<file path="config.mk">
export PLATFORM = sky130hd
export DESIGN_NAME = hex_to_base64_stream
export DESIGN_NICKNAME = d
export VERILOG_FILES = /design/src/design/h2b64_pkg.sv /design/src/design/hex_to_base64_stream.sv /design/src/design/h2b64_front.sv /design/src/design/h2b64_fifo.sv /design/src/design/h2b64_back.sv
export SDC_FILE = /design/constraint.sdc
export NUM_CORES = 1
export LEC_CHECK = 0
export BUFFER_PORTS_ARGS = -buffer_cell sky130_fd_sc_hd__buf_2
export CAP_MARGIN = 20
export CORE_MARGIN = 1.5
export CORE_UTILIZATION = 62
export DETAILED_ROUTE_END_ITERATION = 8
export GPL_ROUTABILITY_DRIVEN = 0
export PLACE_DENSITY = 0.9
export SETUP_SLACK_MARGIN = 0.05
export SYNTH_ARGS = -nofsm -noshare
export SYNTH_HDL_FRONTEND = slang
export SYNTH_SLANG_ARGS = --single-unit
</file>
<file path="constraint.sdc">
create_clock -name clk -period 4.4 [get_ports clk]
set_input_delay 1.1 -clock clk [delete_from_list [all_inputs] [get_ports clk]]
set_output_delay 1.1 -clock clk [all_outputs]
set_load 0.005 [all_outputs]
</file>
<file path="src/design/h2b64_pkg.sv">
// ----------------------------------------------------------------------------
// h2b64_pkg
// Shared types, constants and character maps for the hex to base64 stream.
// ----------------------------------------------------------------------------
package h2b64_pkg;

	localparam int GROUP_BITS    = 24;
	localparam int HELD_BITS     = 20;
	localparam int NIBBLE_BITS   = 4;
	localparam int SEXTET_BITS   = 6;
	localparam int COUNT_BITS    = 3;
	localparam int SLOT_BITS     = 2;

	localparam logic [COUNT_BITS-1:0] GROUP_NIBBLES = 3'd6;
	localparam logic [COUNT_BITS-1:0] TWO_BYTES     = 3'd4;
	localparam logic [COUNT_BITS-1:0] ONE_BYTE      = 3'd2;
	localparam logic [COUNT_BITS-1:0] NO_BYTE       = 3'd0;

	localparam logic [SLOT_BITS-1:0] LAST_SLOT = 2'd3;

	localparam logic [7:0] CHAR_ZERO  = 8'h30;
	localparam logic [7:0] CHAR_NINE  = 8'h39;
	localparam logic [7:0] CHAR_UPA   = 8'h41;
	localparam logic [7:0] CHAR_UPZ   = 8'h5A;
	localparam logic [7:0] CHAR_LOWA  = 8'h61;
	localparam logic [7:0] CHAR_PLUS  = 8'h2B;
	localparam logic [7:0] CHAR_SLASH = 8'h2F;
	localparam logic [7:0] CHAR_PAD   = 8'h3D;
	localparam logic [7:0] LETTER_OFS = 8'd10;

	// one gathered group on its way to the serializer
	typedef struct packed {
		logic [GROUP_BITS-1:0] bits;   // left aligned, unused low bits zero
		logic [1:0]            pad;    // number of '=' characters at the end
		logic                  last;   // final group of the stream
	} group_t;

	function automatic logic [NIBBLE_BITS-1:0] nibble_of(input logic [7:0] c);
		logic [7:0] v;
		if (c >= CHAR_ZERO && c <= CHAR_NINE) begin
			v = c - CHAR_ZERO;
		end else if (c >= CHAR_UPA && c <= CHAR_UPZ) begin
			v = c - CHAR_UPA + LETTER_OFS;
		end else begin
			v = c - CHAR_LOWA + LETTER_OFS;
		end
		return v[NIBBLE_BITS-1:0];
	endfunction

	function automatic logic [7:0] b64_of(input logic [SEXTET_BITS-1:0] s);
		logic [7:0] v;
		v = {2'b00, s};
		if (v < 8'd26) begin
			return CHAR_UPA + v;
		end else if (v < 8'd52) begin
			return CHAR_LOWA + v - 8'd26;
		end else if (v < 8'd62) begin
			return CHAR_ZERO + v - 8'd52;
		end else if (v == 8'd62) begin
			return CHAR_PLUS;
		end else begin
			return CHAR_SLASH;
		end
	endfunction

endpackage

</file>
<file path="src/design/hex_to_base64_stream.sv">
// ----------------------------------------------------------------------------
// hex_to_base64_stream
// Streaming converter from ASCII hex characters to base64 characters.
// ----------------------------------------------------------------------------
// The input side takes one hex character per cycle. Every six characters
// (three bytes) become four base64 characters; at end of text a lone nibble
// is dropped and a partial group of one or two bytes is flushed with '='
// padding, with tlast on the final character. An end of text that leaves no
// whole byte gives no output. The serializer emits one character per cycle
// while the output side is ready; a group passes through the queue, the
// group register and the output register before its first character
// appears. Groups wait in a QUEUE_DEPTH entry queue, and input stalls only
// when that queue is full, which happens when ends of text arrive more often
// than once per four input characters or when the output side backs up.
// ----------------------------------------------------------------------------
module hex_to_base64_stream import h2b64_pkg::*; #(
	parameter int QUEUE_DEPTH = 4
) (
	input  logic       clk,
	input  logic       arst_n,
	input  logic       s_axis_tvalid,
	output logic       s_axis_tready,
	input  logic [7:0] s_axis_tdata,   // [7:0] hex_char
	input  logic       s_axis_tlast,   // end_of_text
	output logic       m_axis_tvalid,
	input  logic       m_axis_tready,
	output logic [7:0] m_axis_tdata,   // [7:0] b64_char
	output logic       m_axis_tlast    // last_char
);

	logic   q_full;
	logic   q_empty;
	logic   push;
	logic   pop;
	group_t push_group;
	group_t head;

	h2b64_front u_front (
		.clk        (clk),
		.arst_n     (arst_n),
		.in_valid   (s_axis_tvalid),
		.in_ready   (s_axis_tready),
		.in_char    (s_axis_tdata),
		.in_end     (s_axis_tlast),
		.q_full     (q_full),
		.push       (push),
		.push_group (push_group)
	);

	h2b64_fifo #(
		.DEPTH (QUEUE_DEPTH)
	) u_fifo (
		.clk        (clk),
		.arst_n     (arst_n),
		.push       (push),
		.push_group (push_group),
		.full       (q_full),
		.pop        (pop),
		.empty      (q_empty),
		.head       (head)
	);

	h2b64_back u_back (
		.clk       (clk),
		.arst_n    (arst_n),
		.q_empty   (q_empty),
		.q_head    (head),
		.pop       (pop),
		.out_valid (m_axis_tvalid),
		.out_ready (m_axis_tready),
		.out_char  (m_axis_tdata),
		.out_last  (m_axis_tlast)
	);

endmodule

</file>
<file path="src/design/h2b64_front.sv">
// ----------------------------------------------------------------------------
// h2b64_front
// Decodes hex characters, gathers nibbles into groups and queues each group.
// ----------------------------------------------------------------------------
module h2b64_front import h2b64_pkg::*; (
	input  logic       clk,
	input  logic       arst_n,
	input  logic       in_valid,
	output logic       in_ready,
	input  logic [7:0] in_char,
	input  logic       in_end,
	input  logic       q_full,
	output logic       push,
	output group_t     push_group
);

	logic [HELD_BITS-1:0]  group_q;
	logic [COUNT_BITS-1:0] count_q;

	logic                  accept;
	logic [GROUP_BITS-1:0] new_bits;
	logic [GROUP_BITS-1:0] even_bits;
	logic [COUNT_BITS-1:0] cnt_next;
	logic [COUNT_BITS-1:0] even_cnt;
	logic                  full_grp;

	assign in_ready  = !q_full;
	assign accept    = in_valid && !q_full;
	assign new_bits  = {group_q, nibble_of(in_char)};
	assign cnt_next  = count_q + 3'd1;
	assign full_grp  = (cnt_next == GROUP_NIBBLES);
	// a lone trailing nibble is dropped at end of text
	assign even_bits = cnt_next[0] ? {{NIBBLE_BITS{1'b0}}, group_q} : new_bits;
	assign even_cnt  = {cnt_next[COUNT_BITS-1:1], 1'b0};

	always_comb begin
		push_group.bits = new_bits;
		push_group.pad  = 2'd0;
		push_group.last = 1'b0;
		push            = 1'b0;
		if (in_end) begin
			push_group.last = 1'b1;
			push            = accept && (even_cnt != NO_BYTE);
			case (even_cnt)
				TWO_BYTES: begin
					push_group.bits = even_bits << 8;
					push_group.pad  = 2'd1;
				end
				ONE_BYTE: begin
					push_group.bits = even_bits << 16;
					push_group.pad  = 2'd2;
				end
				default: begin
					push_group.bits = even_bits;
					push_group.pad  = 2'd0;
				end
			endcase
		end else begin
			push = accept && full_grp;
		end
	end

	always_ff @(posedge clk or negedge arst_n) begin
		if (!arst_n) begin
			group_q <= '0;
			count_q <= '0;
		end else if (accept) begin
			if (in_end || full_grp) begin
				group_q <= '0;
				count_q <= '0;
			end else begin
				group_q <= new_bits[HELD_BITS-1:0];
				count_q <= cnt_next;
			end
		end
	end

	a_count_range: assert property (@(posedge clk) disable iff (!arst_n)
		count_q < GROUP_NIBBLES)
		else $error("nibble count out of range");

endmodule

</file>
<file path="src/design/h2b64_fifo.sv">
// ----------------------------------------------------------------------------
// h2b64_fifo
// Short queue of gathered groups between the front and the serializer.
// ----------------------------------------------------------------------------
module h2b64_fifo import h2b64_pkg::*; #(
	parameter int DEPTH = 4
) (
	input  logic   clk,
	input  logic   arst_n,
	input  logic   push,
	input  group_t push_group,
	output logic   full,
	input  logic   pop,
	output logic   empty,
	output group_t head
);

	localparam int PW = (DEPTH > 1) ? $clog2(DEPTH) : 1;
	localparam int CW = $clog2(DEPTH + 1);
	localparam logic [PW-1:0] PTR_LAST  = PW'(DEPTH - 1);
	localparam logic [CW-1:0] CNT_DEPTH = CW'(DEPTH);

	group_t         mem_q [DEPTH];
	logic [PW-1:0]  wr_q;
	logic [PW-1:0]  rd_q;
	logic [CW-1:0]  count_q;

	assign full  = (count_q == CNT_DEPTH);
	assign empty = (count_q == '0);
	assign head  = mem_q[rd_q];

	always_ff @(posedge clk) begin
		if (push) begin
			mem_q[wr_q] <= push_group;
		end
	end

	always_ff @(posedge clk or negedge arst_n) begin
		if (!arst_n) begin
			wr_q    <= '0;
			rd_q    <= '0;
			count_q <= '0;
		end else begin
			if (push) begin
				wr_q <= (wr_q == PTR_LAST) ? '0 : wr_q + PW'(1);
			end
			if (pop) begin
				rd_q <= (rd_q == PTR_LAST) ? '0 : rd_q + PW'(1);
			end
			if (push && !pop) begin
				count_q <= count_q + CW'(1);
			end else if (pop && !push) begin
				count_q <= count_q - CW'(1);
			end
		end
	end

	a_no_overflow: assert property (@(posedge clk) disable iff (!arst_n)
		!(push && full))
		else $error("push into full queue");
	a_no_underflow: assert property (@(posedge clk) disable iff (!arst_n)
		!(pop && empty))
		else $error("pop from empty queue");
	a_count_bound: assert property (@(posedge clk) disable iff (!arst_n)
		count_q <= CNT_DEPTH)
		else $error("queue count beyond depth");

endmodule

</file>
<file path="src/design/h2b64_back.sv">
// ----------------------------------------------------------------------------
// h2b64_back
// Serializes each queued group into four base64 chars, one per cycle if ready.
// ----------------------------------------------------------------------------
module h2b64_back import h2b64_pkg::*; (
	input  logic       clk,
	input  logic       arst_n,
	input  logic       q_empty,
	input  group_t     q_head,
	output logic       pop,
	output logic       out_valid,
	input  logic       out_ready,
	output logic [7:0] out_char,
	output logic       out_last
);

	group_t               cur_q;
	logic                 cur_valid_q;
	logic [SLOT_BITS-1:0] slot_q;
	logic                 out_valid_q;
	logic [7:0]           out_char_q;
	logic                 out_last_q;

	logic                   advance;
	logic                   slot_done;
	logic [SEXTET_BITS-1:0] sextet;
	logic [7:0]             ch;

	assign advance   = cur_valid_q && (!out_valid_q || out_ready);
	assign slot_done = advance && (slot_q == LAST_SLOT);
	assign pop       = !q_empty && (!cur_valid_q || slot_done);

	always_comb begin
		case (slot_q)
			2'd0:    sextet = cur_q.bits[23:18];
			2'd1:    sextet = cur_q.bits[17:12];
			2'd2:    sextet = cur_q.bits[11:6];
			default: sextet = cur_q.bits[5:0];
		endcase
		if ({1'b0, slot_q} >= 3'd4 - {1'b0, cur_q.pad}) begin
			ch = CHAR_PAD;
		end else begin
			ch = b64_of(sextet);
		end
	end

	always_ff @(posedge clk) begin
		if (pop) begin
			cur_q <= q_head;
		end
		if (advance) begin
			out_char_q <= ch;
			out_last_q <= cur_q.last && (slot_q == LAST_SLOT);
		end
	end

	always_ff @(posedge clk or negedge arst_n) begin
		if (!arst_n) begin
			cur_valid_q <= 1'b0;
			slot_q      <= '0;
			out_valid_q <= 1'b0;
		end else begin
			if (pop) begin
				cur_valid_q <= 1'b1;
			end else if (slot_done) begin
				cur_valid_q <= 1'b0;
			end
			if (advance) begin
				slot_q <= slot_q + SLOT_BITS'(1);
			end
			if (advance) begin
				out_valid_q <= 1'b1;
			end else if (out_ready) begin
				out_valid_q <= 1'b0;
			end
		end
	end

	assign out_valid = out_valid_q;
	assign out_char  = out_char_q;
	assign out_last  = out_last_q;

	a_pad_only_last: assert property (@(posedge clk) disable iff (!arst_n)
		cur_valid_q && (cur_q.pad != 2'd0) |-> cur_q.last)
		else $error("padding on a group that is not final");
	a_load_on_boundary: assert property (@(posedge clk) disable iff (!arst_n)
		pop |-> (slot_q == '0) || slot_done)
		else $error("group loaded mid sequence");

endmodule
</file>
Yosys cells after proc, flatten, opt, wreduce, memory -nomap -nowiden
Memory sizes are Yosys's and may differ from the RTL's. A register that Yosys moved wholly into a read port is not among the register bits.
Index checks and enable logic that the tools add are counted.
W data, S select, Z words.
Cells by class
  $add $sub $neg: 17
  order comparisons: 8
  eq/ne operators: 10
  multiplexer cells: 23
  reductions and logical operators: 26
Operators with widths (number)
  $pmux W26 S2: 1
  $mux W27: 1
  $mux W24: 1
  $mux W8: 3
  $mux W20: 1
  $pmux W6 S3: 1
  $add A7 B6 Y8 const A: 2
  $lt A6 B6 Y1 const B: 2
  $mux W3: 4
  $sub A4 B1 Y4 const B: 3
  $logic_and A1 B1 Y1: 11
  $eq A2 B2 Y1 const B: 5
  $add A4 B4 Y4 const B: 2
  $ge A8 B6 Y1 const B: 1
  $ge A8 B7 Y1 const B: 1
  $le A8 B6 Y1 const B: 1
  $le A8 B7 Y1 const B: 1
  $mux W4: 2
  $sub A8 B5 Y8 const B: 1
  $sub A8 B6 Y8 const B: 1
  $add A6 B6 Y7 const A: 1
  $mux W1: 7
  $add A2 B1 Y2 const B: 3
  $add A3 B1 Y3 const B: 2
  other kinds (14): 26
Storage, ports and cells
  bits in registers: 43
  memory bits (writable): 108
  bits of input ports: 13
  word-level logic and storage cells: 95
  memories kept: 1
Memory list
  u_fifo.mem_q: words 4, bits a word 27, rd ports 1, clocked after memory_dff 1, wr ports 1, RTL line h2b64_fifo.sv:23  | group_t mem_q [DEPTH];

Logic depth before layout (Yosys ltp)
  depth in word-level cells: 9
  depth in mapped cells: 12
  depth with buffers taken out: 12

Cells and area by module
From an unflattened synthesis, not the netlist that was laid out.
Second synthesis, totals
  cell total of the unflattened synthesis: 544
  area total of the unflattened synthesis: 8110.3 sq um
By module, submodules not included
  h2b64_fifo: instances 1, cells an instance 178, area an instance 4321.6 sq um, sequential area each 3418.3 sq um
  h2b64_back: instances 1, cells an instance 144, area an instance 1921.8 sq um, sequential area each 1181.1 sq um
  h2b64_front: instances 1, cells an instance 222, area an instance 1866.8 sq um, sequential area each 575.6 sq um

Worst setup path before layout
Ideal clock, no wire load.
  path kind: in2reg
  start point: in m_axis_tready
  end point: reg u_fifo.count_q[1]
  library setup time: 0.125 ns
  data arrival time: 3.887 ns
  setup slack: 0.389 ns
  cell stages on the path: 8
  cells stage by stage: nand2b_1 > nand2_1 > a21oi_1 > inv_1 > ha_1 > inv_1 > fa_1 > mux2_2
Between the ends
  longest elaborated chain between the ends: 8
  elaborated cells on any way between the ends: 10
Ends and longest elaborated chain
  from (decl): RTL line hex_to_base64_stream.sv:26  | input logic m_axis_tready,
  $logic_or A1 B1 Y1 *: RTL line h2b64_back.sv:29  | assign advance = cur_valid_q && (!out_valid_q || out_ready);
  $logic_and A1 B1 Y1 *: RTL line h2b64_back.sv:29
  $logic_and A1 B1 Y1 *: RTL line h2b64_back.sv:30  | assign slot_done = advance && (slot_q == LAST_SLOT);
  $logic_or A1 B1 Y1 *: RTL line h2b64_back.sv:31  | assign pop = !q_empty && (!cur_valid_q || slot_done);
  $logic_and A1 B1 Y1 *: RTL line h2b64_back.sv:31
  net pop: RTL line hex_to_base64_stream.sv:34  | logic pop;
  $logic_not A1 Y1: RTL line h2b64_fifo.sv:50  | if (push && !pop) begin
  $logic_and A1 B1 Y1: RTL line h2b64_fifo.sv:50
  $mux W3 or $reduce_bool A2 Y1 (tied branches)
  to (signal assigned): RTL line h2b64_fifo.sv:51  | count_q <= count_q + CW'(1);
  to (signal assigned): RTL line h2b64_fifo.sv:53  | count_q <= count_q - CW'(1);
  to (decl): RTL line h2b64_fifo.sv:26  | logic [CW-1:0] count_q;
Mark *: on every way through the listed nets, which the timed path passes. The rest lies on a longest branch.
A chain may end at the register's enable or synchronous reset.

Worst setup path in the final report
  start point: reg u_back.slot_q[1]
  end point: reg u_back.out_char_q[3] (netlist: u_back.out_char[3]), data pin
Between the ends
  longest elaborated chain between the ends: 7
  elaborated cells on any way between the ends: 16
Ends and longest elaborated chain
  from (decl): RTL line h2b64_back.sv:19  | logic [SLOT_BITS-1:0] slot_q;
  from (signal assigned): RTL line h2b64_back.sv:69  | slot_q <= slot_q + SLOT_BITS'(1);
  $eq A2 B2 Y1 (tied with other cells): RTL line h2b64_back.sv:34  | case (slot_q)
  $pmux W6 S3: RTL line h2b64_back.sv:34
  $add A6 B6 Y7: RTL line h2b64_pkg.sv:58  | return CHAR_ZERO + v - 8'd52;
  $sub A8 B6 Y8: RTL line h2b64_pkg.sv:58
  $mux W8: RTL line h2b64_pkg.sv:57  | end else if (v < 8'd62) begin
  $mux W8: RTL line h2b64_pkg.sv:55  | end else if (v < 8'd52) begin
  $mux W8: RTL line h2b64_pkg.sv:53  | if (v < 8'd26) begin
  to (signal assigned): RTL line h2b64_back.sv:52  | out_char_q <= ch;
  to (decl): RTL line h2b64_back.sv:21  | logic [7:0] out_char_q;
Parallel ways exist; a longest one is shown, timed or not.

==> results.yml <==
run_status:
  outcome: "finished clean"
floorplanning:
  initial_utilization_pct: 64.0
  coreArea_um2: 12700
  rows: 41
  die_span_in_x_um: 117
  die_area_um2: 13800
  num_io_pins: 24
  die_height_um: 117
sta:
  hold-worst-slack_ns: 0.520
  min_clock_period_post_route_ns: 3.24
  setup_repair_after_global_routing_missed_its_margin: "no"
  fmax_mhz: 309
  period_share_pct: 73.7
  max-slew-margin-rel_pct: 37.3
  finalSetupTns_ns: 0
  slew_violations: 0
  finalClockSkew_ns: 0.00838
  setup_violations: 0
  hold_viol: 0
  worst-slew-pin-transition_ns: 0.941
critical_path:
  cp_data_required_time_ns: 4.58
  worst-endpoint-arrival_ns: 3.42
  critPathLaunchType: "register"
  critical_path_class: "reg2reg"
  setup.worst_path.end_class: "register"
  maximum_fanout_count_along_the_critical_path: 9
power:
  switching_share_pct: 35.0
  power.static_leakage_nw: 3.34
  pwr-share-clk_pct: 24.8
  vdd_drop_max_v: 0.000412
  power.net_switching_w: 0.00219
  pwr-share-comb_pct: 35.2
  power.density_nw_per_um2: 694
  share_seq_of_total_power_pct: 40.0
  power_report.internal_total_w: 0.00407
cts:
  postCtsResizedCells: 0
  cts_sinks: 178
  number_of_h_tree_levels: 4
  clk_latency_ns: 0.43
  cts_bufs_inserted: 17
  max-clock-path-buffers: 2
  path_clk_slew_ns: 0.07
  cts.root.buffer_cell: "sky130_fd_sc_hd__clkbuf_16"
  post_cts_setup_bufs: 0
  tritoncts: "done"
  holdBufCountCts: 0
final_layout:
  antenna_cells_inserted: 0
  syn2layout_area_growth_pct: 11.3
  fraction_of_layout_cells_with_a_size_suffix_above_1_pct: 22.1
  multi_input_area_um2: 2710
  seqCellArea_um2: 5180
  fillCellCount: 782
  final_nets: 616
drt:
  viasPerCell: 6.38
  first_pass_iters: 7
  detail_route.iter0.violations: 576
  finalWirelength_um: 16500
  post_drt_wl_per_cell_um: 21.9
  drc: 0
  num_vias: 4822
  final_antenna_net_count: 0
grt:
  grt_pass1_vias: 4834
  overall_track_demand_over_capacity_in_global_routing_pct: 25.7
  grt_pass1_wl_um: 26800
  grt-ovfl-total: 0
  maximum_number_of_pins_on_one_net_before_global_route_repair: 35
  initial_antenna_violation_count: 0
placed_design:
  post-dp-hpwl_um: 10700
  io_buffers: 23
synth:
  synth_top_area_share_pct: 53.3
  synth-seq-area-share_pct: 63.8
  synth.cell_area_um2: 8110
  postSynth.asyncResetShare_pct: 19.1
  yosys_warnings: 0
  netlist-cell-type-count: 66
  syn-num-nets: 585
  synth-edff-count: 144
  dominantRegCellSynth: "sky130_fd_sc_hd__edfxtp_1"
  yosysTopAreaCell: "sky130_fd_sc_hd__edfxtp_1"
  yosys_register_bits: 178
  syn_inst: 540
  synthTopCellsByArea: "sky130_fd_sc_hd__edfxtp_1 (53%), sky130_fd_sc_hd__dfrtp_1 (10%), sky130_fd_sc_hd__mux4_2 (7.5%)"
  syn_avg_cell_area_um2: 15.0
hold_path:
  hold_path.class: "reg2reg"
job:
  maxCapViolCount: 0
==> worst max-delay path: stages, from the launching register on <==
cell	delay, ns
sky130_fd_sc_hd__dfrtp_1	0.43
sky130_fd_sc_hd__inv_1	0.10
sky130_fd_sc_hd__ha_1	0.27
sky130_fd_sc_hd__a222oi_1	0.37
sky130_fd_sc_hd__mux2_4	0.29
sky130_fd_sc_hd__inv_2	0.05
sky130_fd_sc_hd__ha_1	0.24
sky130_fd_sc_hd__a211oi_1	0.19
sky130_fd_sc_hd__a211oi_1	0.15
sky130_fd_sc_hd__a21oi_1	0.49
sky130_fd_sc_hd__a31oi_1	0.10
sky130_fd_sc_hd__a221o_1	0.31
==> final cells by class <==
cell class / instances / area share (%)
clock buffers: 17 / 4.71
clock inverters: 15 / 1.98
inverters: 37 / 1.55
multi-input cells: 305 / 30.0
flip-flops and latches: 178 / 57.3
well taps: 172 / 2.38
repair buffers: 32 / 2.02
==> registers in the layout (all words and copies together) (netlist names) <==
| signal | count |
|---|---|
| u_fifo.rd_q | 2 |
| u_back.out_valid | 1 |
| u_front.count_q | 3 |
| u_back.out_last | 1 |
| u_back.out_char | 8 |
| u_fifo.mem_q | 108 |
| u_back.slot_q | 2 |
| u_back.cur_q | 27 |
| u_front.group_q | 20 |
| u_fifo.count_q | 3 |
| u_back.cur_valid_q | 1 |
| u_fifo.wr_q | 2 |
==> path summary, 6_finish.rpt <==
path	depth (start not counted)	from	to	slack, ns
min in group asynchronous	1	arst_n	u_fifo.wr_q[1]	0.75
worst max register to register	11	u_back.slot_q[1]	u_back.out_char[3]	1.16
worst min-delay path	2	u_front.count_q[1]	u_front.count_q[1]	0.52
worst min register to register	2	u_front.count_q[1]	u_front.count_q[1]	0.52
worst max-delay path	11	u_back.slot_q[1]	u_back.out_char[3]	1.16
max in group asynchronous	1	arst_n	u_fifo.rd_q[0]	3.11
==> metrics by stage <==
step                      instance area [um^2]  power (W)  setup WS [ns]  utilization [%]  instances
final                                     9030    0.00627           1.16             71.3        756
after global placement                    8430    0.00454           1.18             66.5        724
after floorplan                           8110    0.00411          0.389                -        540
after CTS                                 9030    0.00625           1.24             71.3        756
after global routing                      9030    0.00659          0.907             71.3        756
after detailed placement                  8430    0.00468           1.09             66.5        724
==> power by group through the flow <==
stage	Sequential, W	Combinational [W]	Clock (W)
after global placement	0.00250	0.00203	0
after floorplan	0.00242	0.00170	0
after CTS	0.00251	0.00217	0.00156
after detailed placement	0.00254	0.00214	0
final	0.00251	0.00221	0.00156
after global routing	0.00254	0.00241	0.00163
==> layout by cell type (no fill, tap or decap), drive strengths merged, types with 8 or more instances in the layout <==
cell type    n
ha          31
nand2       43
and2        12
a22oi       14
buf         32
o21ai       26
edfxtp     144
clkinv       8
nor2        20
clkbuf      17
a22o        14
inv         41
a21oi        8
mux2i        8
mux4        27
dfrtp       34
mux2        17
==> kinds of logic (layout without fill, tap and decap cells) <==
kind of cell | after synthesis | in the layout | share of synthesized area, %
xor+xnor | 8 | 8 | 0.864
compound gates | 107 | 107 | 10.1
mux | 52 | 52 | 11.0
fa+ha+maj | 32 | 32 | 5.03
buf+inv | 57 | 101 | 2.82
simple gates | 106 | 106 | 6.37
flops | 178 | 178 | 63.8
==> layer usage <==
layer | wire length (um) | vias to the layer above | GRT usage, %
met4 | 360 | 0 | 8.49
met3 | 1170 | 38 | 5.11
met1 | 6330 | 2400 | 33.7
li1 | - | 2136 | -
met2 | 8670 | 248 | 43.4
met5 | 0 | - | 0
==> cells in the mapped netlist, drive strengths merged (4+ instances only) <==
cell and n:
nor2 20, nand2b 5, and3 4, o22ai 5, inv 35, a22o 14
mux2 17, nor3 4, and2 12, edfxtp 144, xnor2 5, nand2 43
mux2i 8, or3 4, a31oi 5, nand3 5, o21ai 26, ha 31
a21oi 8, a22oi 14, dfrtp 34, buf 7, mux4 27, a222oi 5
a221oi 4, clkbuf 13
(Power assumes the default switching activity.)
